==> src/hdl/ilp_pkg.sv <==
// Shared types and constants for the integer literal parser.
// Holds the word structs, character codes, status and digit-class codes.
// No dependencies.
package ilp_pkg;

    typedef struct packed {
        logic [7:0] character;
        logic       last_char;
    } t_in_word;

    typedef struct packed {
        logic [63:0] value;
        logic [2:0]  status;
    } t_out_word;

    localparam logic [2:0] ST_OK       = 3'd0;
    localparam logic [2:0] ST_FLOAT    = 3'd1;
    localparam logic [2:0] ST_BAD_BASE = 3'd2;
    localparam logic [2:0] ST_NO_DIGIT = 3'd3;
    localparam logic [2:0] ST_TOO_LONG = 3'd4;
    localparam logic [2:0] ST_INVALID  = 3'd5;
    localparam logic [2:0] ST_TOO_BIG  = 3'd6;

    localparam logic [1:0] DE_NONE    = 2'd0;
    localparam logic [1:0] DE_INVALID = 2'd1;
    localparam logic [1:0] DE_TOO_BIG = 2'd2;

    localparam logic [4:0] RADIX_2  = 5'd2;
    localparam logic [4:0] RADIX_8  = 5'd8;
    localparam logic [4:0] RADIX_10 = 5'd10;
    localparam logic [4:0] RADIX_16 = 5'd16;

    localparam logic [7:0] CH_ZERO  = 8'h30;
    localparam logic [7:0] CH_NINE  = 8'h39;
    localparam logic [7:0] CH_LO_A  = 8'h61;
    localparam logic [7:0] CH_LO_F  = 8'h66;
    localparam logic [7:0] CH_UP_A  = 8'h41;
    localparam logic [7:0] CH_UP_F  = 8'h46;
    localparam logic [7:0] CH_X     = 8'h78;
    localparam logic [7:0] CH_O     = 8'h6f;
    localparam logic [7:0] CH_B     = 8'h62;
    localparam logic [7:0] CH_DOT   = 8'h2e;

    typedef struct packed {
        logic [1:0] err;
        logic [3:0] digit;
    } t_digit_class;

endpackage

==> src/hdl/ilp_digit.sv <==
// Digit classifier: maps one character to a digit value or an error class.
// Depends on ilp_pkg.
module ilp_digit (
    input  logic [7:0]            i_char,
    input  logic [4:0]            i_radix,
    output ilp_pkg::t_digit_class o_class
);
    import ilp_pkg::*;

    logic [7:0] w_val;
    logic       w_ok;

    always_comb begin
        w_val = 8'd0;
        w_ok  = 1'b1;
        if (i_char >= CH_ZERO && i_char <= CH_NINE) begin
            w_val = i_char - CH_ZERO;
        end else if (i_radix == RADIX_16 && i_char >= CH_LO_A && i_char <= CH_LO_F) begin
            w_val = i_char - CH_LO_A + 8'd10;
        end else if (i_radix == RADIX_16 && i_char >= CH_UP_A && i_char <= CH_UP_F) begin
            w_val = i_char - CH_UP_A + 8'd10;
        end else begin
            w_ok = 1'b0;
        end
        o_class.digit = w_val[3:0];
        if (!w_ok) begin
            o_class.err = DE_INVALID;
        end else if (w_val >= {3'd0, i_radix}) begin
            o_class.err = DE_TOO_BIG;
        end else begin
            o_class.err = DE_NONE;
        end
    end

endmodule

==> src/hdl/ilp_accum.sv <==
// Literal state and accumulator: prefix detection, digit count, error flags.
// Builds the result word on the final character. Depends on ilp_pkg, ilp_digit.
module ilp_accum #(
    parameter int MAX_DIGITS = 20
) (
    input  logic               i_clk,
    input  logic               i_rst_n,
    input  logic               i_step,
    input  ilp_pkg::t_in_word  i_word,
    output ilp_pkg::t_out_word o_result
);
    import ilp_pkg::*;

    localparam int CW = $clog2(MAX_DIGITS + 2);
    localparam logic [CW-1:0] CNT_SAT = CW'(MAX_DIGITS + 1);
    localparam logic [CW-1:0] CNT_MAX = CW'(MAX_DIGITS);

    logic [1:0]    r_pos,   n_pos;
    logic          r_fwz,   n_fwz;
    logic [4:0]    r_radix, n_radix;
    logic [63:0]   r_acc,   n_acc;
    logic [CW-1:0] r_cnt,   n_cnt;
    logic          r_dot,   n_dot;
    logic          r_perr,  n_perr;
    logic [1:0]    r_derr,  n_derr;

    t_digit_class w_class;
    logic [63:0]  w_scaled;
    logic [7:0]   w_c;

    assign w_c = i_word.character;

    ilp_digit u_digit (
        .i_char  (w_c),
        .i_radix (r_radix),
        .o_class (w_class)
    );

    always_comb begin
        unique case (r_radix)
            RADIX_16: w_scaled = {r_acc[59:0], 4'd0};
            RADIX_8:  w_scaled = {r_acc[60:0], 3'd0};
            RADIX_2:  w_scaled = {r_acc[62:0], 1'b0};
            default:  w_scaled = {r_acc[60:0], 3'd0} + {r_acc[62:0], 1'b0};
        endcase
    end

    always_comb begin
        n_pos   = r_pos;
        n_fwz   = r_fwz;
        n_radix = r_radix;
        n_acc   = r_acc;
        n_cnt   = r_cnt;
        n_dot   = r_dot | (w_c == CH_DOT);
        n_perr  = r_perr;
        n_derr  = r_derr;
        if (r_pos == 2'd1 && r_fwz) begin
            if (w_c == CH_X || w_c == CH_O || w_c == CH_B) begin
                n_radix = (w_c == CH_X) ? RADIX_16 : (w_c == CH_O) ? RADIX_8 : RADIX_2;
                n_acc   = 64'd0;
                n_cnt   = '0;
                n_derr  = DE_NONE;
            end else begin
                n_perr = 1'b1;
            end
        end else begin
            if (r_cnt < CNT_SAT) begin
                n_cnt = r_cnt + 1'b1;
            end
            if (w_class.err != DE_NONE) begin
                n_derr = w_class.err;
            end else begin
                n_acc = w_scaled + {60'd0, w_class.digit};
            end
        end
        if (r_pos == 2'd0) begin
            n_fwz = (w_c == CH_ZERO);
        end
        if (r_pos != 2'd2) begin
            n_pos = r_pos + 2'd1;
        end
    end

    always_comb begin
        priority if (n_dot) begin
            o_result.status = ST_FLOAT;
        end else if (n_perr) begin
            o_result.status = ST_BAD_BASE;
        end else if (n_radix != RADIX_10 && n_cnt == '0) begin
            o_result.status = ST_NO_DIGIT;
        end else if (n_cnt > CNT_MAX) begin
            o_result.status = ST_TOO_LONG;
        end else if (n_derr == DE_INVALID) begin
            o_result.status = ST_INVALID;
        end else if (n_derr == DE_TOO_BIG) begin
            o_result.status = ST_TOO_BIG;
        end else begin
            o_result.status = ST_OK;
        end
        o_result.value = (o_result.status == ST_OK) ? n_acc : 64'd0;
    end

    always_ff @(posedge i_clk) begin
        if (!i_rst_n || (i_step && i_word.last_char)) begin
            r_pos   <= 2'd0;
            r_fwz   <= 1'b0;
            r_radix <= RADIX_10;
            r_acc   <= 64'd0;
            r_cnt   <= '0;
            r_dot   <= 1'b0;
            r_perr  <= 1'b0;
            r_derr  <= DE_NONE;
        end else if (i_step) begin
            r_pos   <= n_pos;
            r_fwz   <= n_fwz;
            r_radix <= n_radix;
            r_acc   <= n_acc;
            r_cnt   <= n_cnt;
            r_dot   <= n_dot;
            r_perr  <= n_perr;
            r_derr  <= n_derr;
        end
    end

endmodule

==> src/hdl/integer_literal_parser.sv <==
// Top level of the integer literal parser: input register, state update, result register.
// Depends on ilp_pkg and ilp_accum.
//
//  channel | direction | handshake              | word
//  in      | input     | i_in_valid, o_in_stall  | i_in_word  (character, last_char)
//  out     | output    | o_out_valid, i_out_stall| o_out_word (value, status)
//
// One character per cycle unless a final character stalls behind a blocked result.
// The 64-bit shift-add of the accumulator sets the cycle time.
// Synchronous active-low reset clears both valid flags and all literal state.
// A stalled result blocks only a final character; other characters keep flowing.
module integer_literal_parser #(
    parameter int MAX_DIGITS = 20
) (
    input  logic               i_clk,
    input  logic               i_rst_n,
    input  logic               i_in_valid,
    output logic               o_in_stall,
    input  ilp_pkg::t_in_word  i_in_word,
    output logic               o_out_valid,
    input  logic               i_out_stall,
    output ilp_pkg::t_out_word o_out_word
);
    import ilp_pkg::*;

    logic      r_in_valid;
    t_in_word  r_in;
    logic      r_out_valid;
    t_out_word r_out;

    logic      w_out_free;
    logic      w_step;
    logic      w_emit;
    t_out_word w_result;

    assign w_out_free  = !r_out_valid || !i_out_stall;
    assign w_step      = r_in_valid && (!r_in.last_char || w_out_free);
    assign w_emit      = w_step && r_in.last_char;
    assign o_in_stall  = r_in_valid && !w_step;
    assign o_out_valid = r_out_valid;
    assign o_out_word  = r_out;

    ilp_accum #(
        .MAX_DIGITS (MAX_DIGITS)
    ) u_accum (
        .i_clk    (i_clk),
        .i_rst_n  (i_rst_n),
        .i_step   (w_step),
        .i_word   (r_in),
        .o_result (w_result)
    );

    always_ff @(posedge i_clk) begin
        if (!i_rst_n) begin
            r_in_valid <= 1'b0;
        end else if (i_in_valid && !o_in_stall) begin
            r_in_valid <= 1'b1;
        end else if (w_step) begin
            r_in_valid <= 1'b0;
        end
        if (i_in_valid && !o_in_stall) begin
            r_in <= i_in_word;
        end
    end

    always_ff @(posedge i_clk) begin
        if (!i_rst_n) begin
            r_out_valid <= 1'b0;
        end else if (w_emit) begin
            r_out_valid <= 1'b1;
        end else if (!i_out_stall) begin
            r_out_valid <= 1'b0;
        end
        if (w_emit) begin
            r_out <= w_result;
        end
    end

    a_err_zero: assert property (@(posedge i_clk) disable iff (!i_rst_n)
        (o_out_valid && o_out_word.status != ST_OK) |-> o_out_word.value == 64'd0)
        else $error("nonzero value with error status");

    a_status_range: assert property (@(posedge i_clk) disable iff (!i_rst_n)
        o_out_valid |-> o_out_word.status <= ST_TOO_BIG)
        else $error("status code out of range");

    a_emit_shows: assert property (@(posedge i_clk) disable iff (!i_rst_n)
        w_emit |=> o_out_valid)
        else $error("final character gave no result");

    a_stall_hold: assert property (@(posedge i_clk) disable iff (!i_rst_n)
        o_in_stall |-> (r_in_valid && r_in.last_char && r_out_valid && i_out_stall))
        else $error("input stalled without a blocked result");

endmodule
==> config.mk <==
export PLATFORM = sky130hd
export DESIGN_NAME = integer_literal_parser
export DESIGN_NICKNAME = d
export VERILOG_FILES = /design/src/hdl/ilp_pkg.sv /design/src/hdl/ilp_digit.sv /design/src/hdl/ilp_accum.sv /design/src/hdl/integer_literal_parser.sv
export SDC_FILE = /design/constraint.sdc
export NUM_CORES = 1
export LEC_CHECK = 0
export ABC_AREA = 1
export BUFFER_PORTS_ARGS = -buffer_cell sky130_fd_sc_hd__clkbuf_2
export CAP_MARGIN = 40
export CORE_UTILIZATION = 30
export CTS_BUF_LIST = sky130_fd_sc_hd__clkbuf_2 sky130_fd_sc_hd__clkbuf_4 sky130_fd_sc_hd__clkbuf_8
export CTS_CLUSTER_SIZE = 25
export DETAILED_ROUTE_END_ITERATION = 10
export SLEW_MARGIN = 20
export SYNTH_ARGS = -nofsm -noshare
export SYNTH_HDL_FRONTEND = slang
export SYNTH_HIERARCHICAL = 1
export SYNTH_SLANG_ARGS = --single-unit
==> constraint.sdc <==
create_clock -name i_clk -period 5.1 [get_ports i_clk]
set_clock_uncertainty 0.05 [all_clocks]
set_input_delay 0.765 -clock i_clk [delete_from_list [all_inputs] [get_ports i_clk]]
set_output_delay 0.765 -clock i_clk [all_outputs]
set_load 0.1 [all_outputs]
==> qor.yml <==
worst_setup_path:
  path_class: "reg -> reg"
  reg2regPathDepth: 25
  cp-start-kind: "flop"
  path_common_cell: "nand3_1"
  endpoint_kind: "flop"
  reg2reg_to: "o_out_word[57]$_DFFE_PP_"
  crit_path_start: "r_in[1]$_DFFE_PP_"
  cp.required_ns: 5.31
  path_delay_family: "simple AND/OR/NAND/NOR gates"
  crit_path_end: "o_out_word[57]$_DFFE_PP_"
  cp_num_buf_inv: 3
  rrSetupSlack_ns: 0.43
  critPathSlowestCell: "edfxtp_1"
  crit_fanout: 8
  r2r-start: "r_in[1]$_DFFE_PP_"
  cpPeakStageDelay_ns: 0.51
  crit_arrival_ns: 4.88
  cp_num_cells: 25
sta:
  hold_viol: 0
  slew_headroom: 0.468
  fin_crit_sh: 0.916
  worstMarginPinSlew_ns: 0.799
  max_freq_mhz: 214
  setup_violations: 0
  layout_min_cycle_time_ns: 4.67
  rsz0062_at_grt: "false"
  hold-worst-slack_ns: 0.378
  slew_violations: 0
  finalSetupTns_ns: 0
finish:
  final_common_cell: "nand2_1"
  fillers: 6699
  syn2layout_area_growth_pct: 9.45
  drive_gt1_frac: 0.0732
  final_cell_mix: "nand2_1 (1,012), inv_1 (616), nor2_1 (273)"
  final_nets: 3322
floorplanning:
  fp-row-count: 89
  die_h_um: 247
  die_x_um: 247
  dieArea_mm2: 0.0611
  core_area_mm2: 0.0592
  start_util: 0.304
  io_pins: 82
synthesis:
  synth-edff-count: 76
  netlist_instances: 3176
  synthDistinctLibCells: 61
  synth_seq_area_share: 0.219
  synth_area_mm2: 0.0180
  async_flop_share: 0
  synth_ff_type: "dfxtp_1"
  syn_nets: 3274
  synth-seq-cells: 159
  avgSynthCellArea_um2: 5.67
  ys.warnings.count: 6
run:
  maxCapViolations: 0
clock_tree:
  clkTransAtPathRegs_ns: 0.10
  cts_hold_buf: 0
  cts_max_level: 4
  cts_tree: "yes"
  cts.sinks: 159
  cts_buffers: 17
  clk_latency_ns: 0.51
  cts_buffer_depth: 2
  cts_root_buffer: "clkbuf_8"
global_route:
  grt_pass1_wl_mm: 103
  grt_start_max_net_pins: 83
  overflow: 0
  grt_usage: 0.218
  antenna_found_initial: 1
  grt_pass1_vias: 18700
run_status:
  status: "completed"
place:
  portBuffers: 81
  hpwl_mm: 52.6
  globalplace.congestion: 0.993
pwr:
  p_sw_mw: 1.55
  pwr-share-seq: 0.398
  combPwrFrac: 0.330
  p_leak_nw: 9.89
  power_frac_clock: 0.272
  peakVddDrop_uv: 201
  sw_frac_of_total: 0.413
  powerDensity_mw_per_mm2: 190
  intPower_mw: 2.20
min_path:
  hold_depth: 1
  worstHoldStart: "i_in_word[4]"
  hold_path.class: "in -> reg"
detailed_routing:
  vias: 19900
  wl_mm: 66.2
  wl_per_cell_um: 16.5
  firstDrtPassIters: 5
  route.detailed.drc: 0
  drt_iter0_markers: 1802
  ant_nets: 0
  via_per_inst: 4.97
worst min-delay path by stage:
stage / end / slack [ns]
global route: r_in[7]$_DFFE_PP_ / 0.36
CTS: r_in[4]$_DFFE_PP_ / 0.33
detailed placement: u_accum/r_fwz$_SDFFE_PP0P_ / 0.43
floorplan: u_accum/r_perr$_SDFFE_PP0P_ / 0.40
global placement: u_accum/r_perr$_SDFFE_PP0P_ / 0.42
finish: r_in[4]$_DFFE_PP_ / 0.38
final cells by class:
type                       instances  area [um^2]  area share
timing repair buffer             116          753      0.0382
multi-input combinational       2296        11300       0.571
inverter                         634         2390       0.121
clock buffer                      21          270      0.0137
clock inverter                    11          131     0.00666
sequential                       159         3940       0.200
antenna                            1         2.50    0.000127
tap                              773          967      0.0490
worst reg2reg max path: cells and delay by family, from the launching register on:
kind                       cells  cell delay, ns
DFF                            1            0.51
adders and majority gates      2            0.58
buffers and inverters          3            0.39
AOI/OAI and AO/OA              3            0.34
and+or+nand+nor               17            2.56
through the flow:
stage | area, um^2 | util | std cells | power, mW | setup WS, ns
after floorplan | 18000 | - | 3176 | 2.36 | 1.03
after global placement | 19200 | 0.325 | 3973 | 2.72 | 0.496
after detailed placement | 19300 | 0.325 | 3975 | 2.72 | 0.479
after CTS | 19700 | 0.332 | 4007 | 3.75 | 0.435
after global routing | 19700 | 0.333 | 4011 | 3.95 | 0.0124
final | 19700 | 0.333 | 4011 | 3.75 | 0.426
Yosys cell counts (all sizes together) (5+ instances only):
library cell  instances  area share
nor3                 26      0.0084
a21oi               218       0.061
and2                 13      0.0045
ha                   83       0.058
o2111ai              14      0.0068
nand2              1030        0.22
o211ai               23      0.0096
a31oi                 5      0.0021
o21ai               140       0.039
o22ai                36       0.012
a221oi                8      0.0039
o21bai                5      0.0021
inv                 630        0.13
xor2                 23       0.011
clkbuf               46      0.0096
dfxtp                83       0.092
buf                  41       0.015
nand3b                6      0.0025
nor2                302       0.070
edfxtp               76        0.13
nand4                57       0.020
nand3               274       0.079
logic make-up (layout without fill, tap and decap cells):
logic type / count (synthesis) / count (layout) / synth area share
flops: 159 / 159 / 0.219
simple gates: 1719 / 1719 / 0.407
buf+inv: 721 / 782 / 0.157
other cells: 0 / 1 / 0
fa+ha+maj: 85 / 85 / 0.0598
xor+xnor: 24 / 24 / 0.0117
compound gates: 468 / 468 / 0.146
power by group through the flow:
stage               clock (mW)  combinational (mW)  sequential [mW]
floorplan                    0               0.792             1.57
global placement             0                1.21             1.51
detailed placement           0                1.20             1.51
CTS                       1.05                1.21             1.48
global route              1.08                1.37             1.50
finish                    1.02                1.24             1.49
registers in the layout, indices dropped and copies added, names as in the netlist:
register,count
u_accum/r_acc,64
r_in_valid,1
u_accum/r_dot,1
u_accum/r_derr,2
u_accum/r_pos,2
u_accum/r_cnt,5
r_in,9
u_accum/r_perr,1
o_out_valid,1
u_accum/r_fwz,1
o_out_word,67
u_accum/r_radix,5
layer usage:
metal  vias up  part of all wire  wire length, um  global-route usage
met4         0             0.028             1850              0.0743
met5         -                 0                0                   0
met3        83             0.081             5380              0.0306
met2       701              0.42            27900               0.335
met1      8938              0.47            31100               0.308
li1      10200                 -                -                   -
what timing repair did:
action | CTS | global route
gates resized for setup | 0 | 3
endpoints found under the setup margin | 0 | 60
hold endpoints to repair | 0 | 0
buffers inserted | 0 | 2
(Power assumes the default switching activity.)
